<file path="config.mk">
export PLATFORM = sky130hd
export DESIGN_NAME = awb_coord
export DESIGN_NICKNAME = d
export VERILOG_FILES = /design/src/hdl/awb_pkg.sv /design/src/hdl/awb_coord.sv
export SDC_FILE = /design/constraint.sdc
export NUM_CORES = 2
export LEC_CHECK = 0
export ABC_AREA = 0
export BUFFER_PORTS_ARGS = -buffer_cell sky130_fd_sc_hd__clkbuf_2
export CORE_MARGIN = 10
export CORE_UTILIZATION = 30
export CTS_CLUSTER_DIAMETER = 80
export DETAILED_ROUTE_END_ITERATION = 6
export PLACE_DENSITY = 0.44
export SYNTH_ARGS = -nofsm -noshare
export SYNTH_HDL_FRONTEND = slang
export SYNTH_SLANG_ARGS = --single-unit
export TNS_END_PERCENT = 30
</file>
<file path="constraint.sdc">
create_clock -name clock -period 5.5 [get_ports clock]
set_input_delay 0.275 -clock clock [delete_from_list [all_inputs] [get_ports clock]]
set_output_delay 0.275 -clock clock [all_outputs]
set_load 0.03 [all_outputs]
</file>
<file path="src/hdl/awb_pkg.sv">
// Shared types and constants for the affine warp bilinear sampler.
`default_nettype none

package awb_pkg;

   // Command codes
   localparam logic CMD_WRITE  = 1'b0;
   localparam logic CMD_SAMPLE = 1'b1;

   // Register map
   localparam int CSR_INDEX_W = 3;
   localparam int CSR_DATA_W  = 25;
   localparam logic [CSR_INDEX_W-1:0] REG_ORIGIN_X      = 3'd0;
   localparam logic [CSR_INDEX_W-1:0] REG_ORIGIN_Y      = 3'd1;
   localparam logic [CSR_INDEX_W-1:0] REG_STEP_XX       = 3'd2;
   localparam logic [CSR_INDEX_W-1:0] REG_STEP_XY       = 3'd3;
   localparam logic [CSR_INDEX_W-1:0] REG_STEP_YX       = 3'd4;
   localparam logic [CSR_INDEX_W-1:0] REG_STEP_YY       = 3'd5;
   localparam logic [CSR_INDEX_W-1:0] REG_SOURCE_WIDTH  = 3'd6;
   localparam logic [CSR_INDEX_W-1:0] REG_SOURCE_HEIGHT = 3'd7;

   // Arithmetic widths
   localparam int WGT_W  = 33;  // bilinear weight, at most 2^32
   localparam int WA_W   = 49;  // weight times alpha and its sums
   localparam int PROD_W = 64;  // premultiplied colour terms and sums
   localparam int NUM_W  = 65;  // rounded dividend
   localparam int QBITS  = 17;  // quotient bits, one extra for saturation

   // Pipeline depths
   localparam int COORD_STAGES = 3;
   localparam int STORE_STAGES = 1;
   localparam int BLEND_STAGES = 6;
   localparam int DIV_STAGES   = QBITS;
   localparam int OUT_STAGES   = 1;

   typedef struct packed {
      logic [15:0] alpha;
      logic [15:0] blue;
      logic [15:0] green;
      logic [15:0] red;
   } pixel_type;

   typedef struct packed {
      logic signed [24:0] origin_x;
      logic signed [24:0] origin_y;
      logic signed [20:0] step_xx;
      logic signed [20:0] step_xy;
      logic signed [20:0] step_yx;
      logic signed [20:0] step_yy;
      logic [8:0]         source_width;
      logic [8:0]         source_height;
   } cfg_type;

   // Sample control travelling with the store read
   typedef struct packed {
      logic        valid;
      logic        hit;
      logic        x_odd;
      logic        y_odd;
      logic [15:0] dx;
      logic [15:0] dy;
   } ctl_type;

   // Result side information travelling with the blend and divide
   typedef struct packed {
      logic        valid;
      logic        hit;
      logic        zero;
      logic [15:0] alpha;
      pixel_type   pix;
   } side_type;

endpackage

`default_nettype wire

</file>
<file path="src/hdl/awb_coord.sv">
// Affine coordinate mapping, clamping and split into index and fraction.
`default_nettype none

module awb_coord #(
   parameter int MAX_WIDTH  = 256,
   parameter int MAX_HEIGHT = 256,
   parameter int FRAC_BITS  = 16
) (
   input  wire logic                              clock,
   input  wire logic                              reset,
   input  wire logic                              in_valid,
   input  wire logic                              in_command,
   input  wire logic [7:0]                        in_column,
   input  wire logic [7:0]                        in_row,
   input  wire awb_pkg::pixel_type                in_pixel,
   input  wire awb_pkg::cfg_type                  cfg,
   output awb_pkg::ctl_type                       out_ctl,
   output logic                                   out_write,
   output logic [$clog2(MAX_WIDTH)-1:0]           out_x,
   output logic [$clog2(MAX_HEIGHT)-1:0]          out_y,
   output awb_pkg::pixel_type                     out_pixel
);
   import awb_pkg::*;

   localparam int XW = $clog2(MAX_WIDTH);
   localparam int YW = $clog2(MAX_HEIGHT);
   localparam int SW = 33;
   localparam logic signed [SW-1:0] HALF = SW'(1) << (FRAC_BITS - 1);

   // Stage 1: products
   logic               v1_ff, cmd1_ff;
   logic [7:0]         col1_ff, row1_ff;
   pixel_type          pix1_ff;
   logic signed [29:0] pxc1_ff, pxr1_ff, pyc1_ff, pyr1_ff;
   logic signed [29:0] pxc1_in, pxr1_in, pyc1_in, pyr1_in;

   // Stage 2: sums
   logic                 v2_ff, cmd2_ff;
   logic [7:0]           col2_ff, row2_ff;
   pixel_type            pix2_ff;
   logic signed [SW-1:0] sx2_ff, sy2_ff, sx2_in, sy2_in;

   // Stage 3: clamp and split
   ctl_type        ctl3_ff, ctl3_in;
   logic           we3_ff, we3_in;
   logic [XW-1:0]  x3_ff, x3_in;
   logic [YW-1:0]  y3_ff, y3_in;
   pixel_type      pix3_ff;

   logic [8:0]           w_eff, h_eff;
   logic signed [SW-1:0] hi_x, hi_y, cx, cy;
   logic [FRAC_BITS-1:0] fx, fy;

   function automatic logic signed [SW-1:0] clamp_coord(logic signed [SW-1:0] v,
                                                        logic signed [SW-1:0] hi);
      logic signed [SW-1:0] t;
      t = v - HALF;
      if (t < 0)
         return '0;
      else if (t > hi)
         return hi;
      return t;
   endfunction

   always_comb begin
      pxc1_in = $signed({1'b0, in_column}) * cfg.step_xx;
      pxr1_in = $signed({1'b0, in_row}) * cfg.step_xy;
      pyc1_in = $signed({1'b0, in_column}) * cfg.step_yx;
      pyr1_in = $signed({1'b0, in_row}) * cfg.step_yy;
   end

   always_comb begin
      sx2_in = SW'(cfg.origin_x) + SW'(pxc1_ff) + SW'(pxr1_ff);
      sy2_in = SW'(cfg.origin_y) + SW'(pyc1_ff) + SW'(pyr1_ff);
   end

   // Effective source size, zero counts as one and sizes above the maximum are capped
   always_comb begin
      if (cfg.source_width == 9'd0)
         w_eff = 9'd1;
      else if (32'(cfg.source_width) > MAX_WIDTH)
         w_eff = 9'(MAX_WIDTH);
      else
         w_eff = cfg.source_width;
      if (cfg.source_height == 9'd0)
         h_eff = 9'd1;
      else if (32'(cfg.source_height) > MAX_HEIGHT)
         h_eff = 9'(MAX_HEIGHT);
      else
         h_eff = cfg.source_height;
      hi_x = $signed(SW'(w_eff - 9'd1) << FRAC_BITS);
      hi_y = $signed(SW'(h_eff - 9'd1) << FRAC_BITS);
   end

   always_comb begin
      cx = clamp_coord(sx2_ff, hi_x);
      cy = clamp_coord(sy2_ff, hi_y);
      fx = cx[FRAC_BITS-1:0];
      fy = cy[FRAC_BITS-1:0];
      if (cmd2_ff == CMD_SAMPLE) begin
         x3_in = cx[FRAC_BITS +: XW];
         y3_in = cy[FRAC_BITS +: YW];
      end else begin
         x3_in = XW'(col2_ff);
         y3_in = YW'(row2_ff);
      end
      ctl3_in.valid = v2_ff && (cmd2_ff == CMD_SAMPLE);
      ctl3_in.hit   = (fx == '0) && (fy == '0);
      ctl3_in.x_odd = x3_in[0];
      ctl3_in.y_odd = y3_in[0];
      ctl3_in.dx    = 16'({fx, 16'h0000} >> FRAC_BITS);
      ctl3_in.dy    = 16'({fy, 16'h0000} >> FRAC_BITS);
      we3_in = v2_ff && (cmd2_ff == CMD_WRITE) &&
               (32'(col2_ff) < MAX_WIDTH) && (32'(row2_ff) < MAX_HEIGHT);
   end

   always_ff @(posedge clock) begin
      cmd1_ff <= in_command;
      col1_ff <= in_column;
      row1_ff <= in_row;
      pix1_ff <= in_pixel;
      pxc1_ff <= pxc1_in;
      pxr1_ff <= pxr1_in;
      pyc1_ff <= pyc1_in;
      pyr1_ff <= pyr1_in;
      cmd2_ff <= cmd1_ff;
      col2_ff <= col1_ff;
      row2_ff <= row1_ff;
      pix2_ff <= pix1_ff;
      sx2_ff  <= sx2_in;
      sy2_ff  <= sy2_in;
      x3_ff   <= x3_in;
      y3_ff   <= y3_in;
      pix3_ff <= pix2_ff;
      if (reset) begin
         v1_ff         <= 1'b0;
         v2_ff         <= 1'b0;
         ctl3_ff.valid <= 1'b0;
         we3_ff        <= 1'b0;
      end else begin
         v1_ff   <= in_valid;
         v2_ff   <= v1_ff;
         ctl3_ff <= ctl3_in;
         we3_ff  <= we3_in;
      end
   end

   assign out_ctl   = ctl3_ff;
   assign out_write = we3_ff;
   assign out_x     = x3_ff;
   assign out_y     = y3_ff;
   assign out_pixel = pix3_ff;

endmodule

`default_nettype wire

</file>
Yosys cells after proc, flatten, opt, wreduce, memory -nomap -nowiden
Index checks and enable logic that the tools add are counted.

Logic and storage cells: 77. Output and inout port bits: 117. Flip-flop bits (word level): 465.

Reductions and logical operators: 7. Add/sub/neg operators: 8. Bitwise operators: 1. Multiplexer cells: 16. Order comparisons: 6. Multiply operators: 4.

Operator list (number): 24-bit 2-to-1 mux (6); 9-bit by 21-bit multiplier with 30-bit output (4); 33-bit by 26-bit > comparator with 1-bit output (2); 33-bit by 1-bit < comparator with 1-bit output (second input constant) (2); 32-bit by 17-bit subtractor with 33-bit output (second input constant) (2); 31-bit by 30-bit adder with 32-bit output (2); 25-bit by 30-bit adder with 31-bit output (2); 9-bit 2-to-1 mux (4); 16-bit logical NOT (2); 9-bit by 1-bit subtractor with 10-bit output (second input constant) (2); 9-bit > comparator (second input constant) (2); 9-bit logical NOT (2); 8-bit 2-to-1 mux (2); 1-bit 2-to-1 mux (4); 1-bit logical AND (3); 1-bit NOT (1).

Depth between registers and ports, before layout
Word-level depth: 10. Mapped depth: 22. Mapped depth without buffers: 20.

Least setup slack after synthesis
Ideal clock, no wire load.

Kind: input to register. From: input port in_row[0]. To: register pxr1_ff[29]. Buffers on the path: 2. Arrival time: 4.926 ns. Cell stages on the path: 20. Library setup time: 0.072 ns. Path slack: 0.502 ns. Required time: 5.428 ns. Path through: clkbuf_1 > clkbuf_1 > nand2_1 > fa_1 > inv_1 > fa_1 > inv_1 > fa_1 > inv_1 > fa_1 > ha_1 > or2_4 > a2111oi_4 > a2bb2oi_2 > a211o_1 > o211ai_2 > a21oi_1 > a211o_1 > a21oi_2 > xnor2_1.

Longest elaborated chain between the ends: 1.

Ends and longest elaborated chain: from (decl) (RTL line awb_coord.sv:14) `input wire logic [7:0] in_row,`; 9-bit by 21-bit multiplier with 30-bit output (RTL line awb_coord.sv:67) `pxr1_in = $signed({1'b0, in_row}) * cfg.step_xy;`; via pxr1_in[29] (RTL line awb_coord.sv:35) `logic signed [29:0] pxc1_in, pxr1_in, pyc1_in, pyr1_in;`; to (signal assigned) (RTL line awb_coord.sv:123) `pxr1_ff <= pxr1_in;`; to (decl) (RTL line awb_coord.sv:34) `logic signed [29:0] pxc1_ff, pxr1_ff, pyc1_ff, pyr1_ff;`.

The timed path passes the listed nets, and every way through them passes these cells. A chain may end at the register's enable or synchronous reset.

Final worst setup path
From: input port in_row[0]. To: register pyr1_ff[28].

Longest elaborated chain between the ends: 1.

Ends and longest elaborated chain: 9-bit by 21-bit multiplier with 30-bit output (RTL line awb_coord.sv:69) `pyr1_in = $signed({1'b0, in_row}) * cfg.step_yy;`; via pyr1_in[28] (RTL line awb_coord.sv:35); to (signal assigned) (RTL line awb_coord.sv:125) `pyr1_ff <= pyr1_in;`; to (decl) (RTL line awb_coord.sv:34).

The timed path passes the listed nets, and every way through them passes these cells.

==> metrics.md <==
| Metric | Value |
|---|---|
| Post-DP HPWL | `between 90 and 100 mm` |
| Setup TNS | `0 ps` |
| Async set-or-reset flop fraction in the synthesized netlist | `0%` |
| Cells after DPL | `6211` |
| Worst endpoint required time | `roughly 6000 ps` |
| Critical path buffers and inverters | `7` |
| FILL cells | `between 10000 and 15000` |
| Cts bufs inserted | `54` |
| Worst R2R End | `out_ctl[33]` |
| Synth area leaders | `fa_1, dfxtp_1, ha_1` |
| Dpl ws | `66.76 ps` |
| R2R depth | `15` |
| Core area | `131800 um^2` |
| Clock Power Share | `12.7%` |
| Pint | `14790 uW` |
| Synth warnings | `0` |
| Critical path type | `in2reg` |
| Initial core utilization | `30.27%` |
| Count of cell types in the netlist | `90` |
| Worst r2r src | `sx2_ff[15]` |
| TritonRoute pass-1 iters | `5` |
| Largest net degree at the start of global routing | `38` |
| Switching share of power | `47.14%` |
| Sequential element share of the synthesized area | `24.21%` |
| Die W | `roughly 380 um` |
| CTS tree | `yes` |
| CTS H-tree lvls | `2` |
| RSZ-0062 raised after global routing | `no` |
| Final Skew | `28.07 ps` |
| Yosys reg bits | `465` |
| Finished Layout Cells | `6387` |
| Root Driver | `clkbuf_16` |
| I/O pins | `353` |
| Clock Latency Late Sink | `620 ps` |
| Layout cells sized above 1 | `between 10% and 20%` |
| DR vias | `28490` |
| WL final | `around 110 mm` |
| Floorplan die height | `384.7 um` |
| Slowest-stage cell, CP | `fa_1` |
| Gr usage total | `approximately 15%` |
| Cell Pwr Density | `596.2 nW/um^2` |
| Crit-path max cell delay | `550 ps` |
| Port Buffers | `352` |
| Post-route total power | `27980 uW` |
| Slew of the pin with the lowest slew margin | `920.1 ps` |
| Number of max-cap violations | `0` |
| Synth top area share | `29.60%` |
| Nets | `5748` |
| Mapped Cells | `4086` |
| Hold Path Sink | `sx2_ff[0]` |
| Hold Crit Start | `cfg[127]` |
| Most frequent cell after synthesis | `inv_1` |
| Multi-input gate area | `27060 um^2` |
| Switching pwr | `around 13000 uW` |
| Vias in the first global route | `30281` |
| CP cell instances | `dlygate4sd3_1, clkbuf_2, buf_4, nand2_1, fa_1, inv_1, fa_1, inv_1, fa_1, inv_1, fa_1, ha_1, o21ai_0, a211oi_1, buf_4, or3_1, a31oi_2, o21bai_1, a21oi_1, xnor2_1` |
| Core Rows | `~130` |
| Logic pwr share | `68.2%` |
| GP Congestion | `0.8281` |
| Leak pwr | `0.02315 uW` |
| Clock buffer depth | `3` |
| Die area | `148000 um^2` |
| Period minus WS final | `5103 ps` |
| Sequential power share | `19.1%` |
| Headroom to the max-slew limit | `about two fifths` |
| Wire length per cell | `17.58 um` |
| Iter 0 DRT Violations | `1237` |
| Hold Crit Class | `in2reg` |
| Hold path depth | `4` |
| Initial antenna violation count | `18` |
| Critical Path AT | `5650 ps` |
| Tcrit/Tclk final | `92.79%` |
| First-pass GRT wire length | `177.6 mm` |
| Final Worst Setup Slack | `about 400 ps` |
| CP dominant cell by count | `fa_1` |
| Syn-to-layout area delta | `17.65%` |
| Hold Vio Cnt, Final | `0` |
| Synth Cell Area | `roughly 40000 um^2` |
| CP Max Fanout | `21` |
| Reg2reg setup slack | `780 ps` |
| Synth area leader | `fa_1` |
| Post-route ant nets | `0` |
| Status | `finished clean` |
| Slew Limit Fails | `0` |
| Worst setup EP type | `flip-flop` |
| Overflow after GRT | `0` |
| CTS clock-pin slew for the worst setup and hold paths | `60 ps` |
| Reg area | `9659 um^2` |
| Detailed-route DRC error count | `0` |
| Total clock sinks | `approximately 470` |
| Peak VDD IR | `between 0.2 and 0.3 mV` |
| Fmax | `196.0 MHz` |
| Main synth FF type | `dfxtp_1` |
| Post-synthesis average cell area | `9.765 um^2` |
| Post-synth EDFFs | `35` |
| Crit path max-delay family | `adder cells` |
| # setup viols final | `0` |
| Vias per cell | `4.461` |
| Startpoint type of the worst setup path | `input port` |
| Most frequent cells after synthesis | `inv_1, fa_1, and2_1` |
[how the worst max path moves through the flow]
stage / end / start / slack (ps) / depth (start not counted)
final: pyr1_ff[28] / in_row[0] / 400 / 20
after global routing: pyr1_ff[28] / in_row[0] / 70 / 20
after CTS: pyr1_ff[28] / in_row[0] / 420 / 20
after detailed placement: pyr1_ff[28] / in_row[3] / 70 / 18
after global placement: pyr1_ff[28] / in_row[3] / 80 / 18
after floorplan: pxr1_ff[29] / in_row[0] / 500 / 20
[metal layers]
metal,part of all wire [%],vias to the layer above,routed length [um],track usage [%]
li1,-,13819,-,-
met3,4.9,118,5549,2.406
met2,47,574,52620,26.05
met1,46,13965,51730,20.49
met4,2.0,14,2269,3.105
met5,0.078,-,87,0
[area by class of cell]
class / count / share of cell area, %
multi-input combinational: 2774 / 57.65
sequential: 465 / 20.58
timing repair buffer: 525 / 7.144
inverter: 764 / 6.109
tap: 1755 / 4.678
clock buffer: 78 / 3.377
clock inverter: 22 / 0.4398
antenna: 4 / 0.02132
[stage by stage]
step / hold WS [ps] / instance area [um^2] / utilization [%]
after global routing: 52.21 / 46930 / 35.61
after detailed placement: 312.1 / 44410 / 33.70
final: 71.98 / 46940 / 35.62
after floorplan: 302.7 / 39960 / -
after CTS: 23.43 / 46920 / 35.60
after global placement: 309.7 / 44410 / 33.70
[sequential cells by signal, indices dropped and copies added, names as in the netlist, 30 cells and up]
signal,flops
pix2_ff,64
pyr1_ff,30
out_pixel,64
pxr1_ff,30
sx2_ff,32
sy2_ff,32
pix1_ff,64
pxc1_ff,30
pyc1_ff,30
out_ctl,36
[logic make-up (layout without fill, tap and decap cells)]
family                     after synthesis  in the layout  share of synthesized area (%)
and+or+nand+nor                       1176           1176                          15.54
adders and majority gates              928            928                          40.20
buffers and inverters                  862           1389                          8.138
AOI/OAI and AO/OA                      471            471                          7.852
DFF                                    465            465                          24.21
xor gates and xnor gates               175            175                          3.841
muxes                                    8              8                         0.2132
other                                    1             20                       0.009399
[what timing repair did]
action / in CTS / in global routing
hold buffers: 72 / 0
buffers inserted: 0 / 0
resized for setup: 0 / 1
endpoints found under the hold margin: 72 / 0
setup endpoints to repair: 0 / 1
[worst reg2reg max path: cells and delay by family, from the launching register on]
| family | cells | cell delay [ps] |
|---|---|---|
| AOI/OAI and AO/OA | 5 | 1660 |
| xor gates and xnor gates | 1 | 210 |
| adders and majority gates | 2 | 520 |
| buffers and inverters | 1 | 170 |
| DFF | 1 | 340 |
| muxes | 1 | 130 |
| and+or+nand+nor | 5 | 1420 |
[cells in the final DEF, fill, tap and decap left out, types with 13 or more instances in the layout]
master         count
nor2b_1           31
and2_1           432
nor2_1           118
conb_1            16
a21oi_1          137
nand3_1           31
nand2_1          356
nand2b_1          20
o21ai_0           87
fa_1             590
a211oi_1          20
ha_1             338
edfxtp_1          35
o31ai_1           13
nor4_1            25
clkbuf_16         57
o21bai_1          13
clkbuf_2         352
and3_1            48
xor2_1            50
clkbuf_1          13
buf_4             92
dfxtp_1          430
inv_1            764
xnor2_1          125
a21o_1            49
nand4_1           26
o21a_1            25
or3_1             15
nor3_1            32
dlygate4sd3_1     72
a31oi_1           18
[power by group through the flow]
stage,registers (uW),clock network [uW],logic [uW]
6_report,5350,3560,19100
5_1_grt,5440,3850,21700
4_1_cts,5390,3710,19200
3_5_place_dp,5470,0,19000
3_3_place_gp,5460,0,19000
2_1_floorplan,5370,0,13400
No activity file was read; power rests on OpenSTA's default activity.
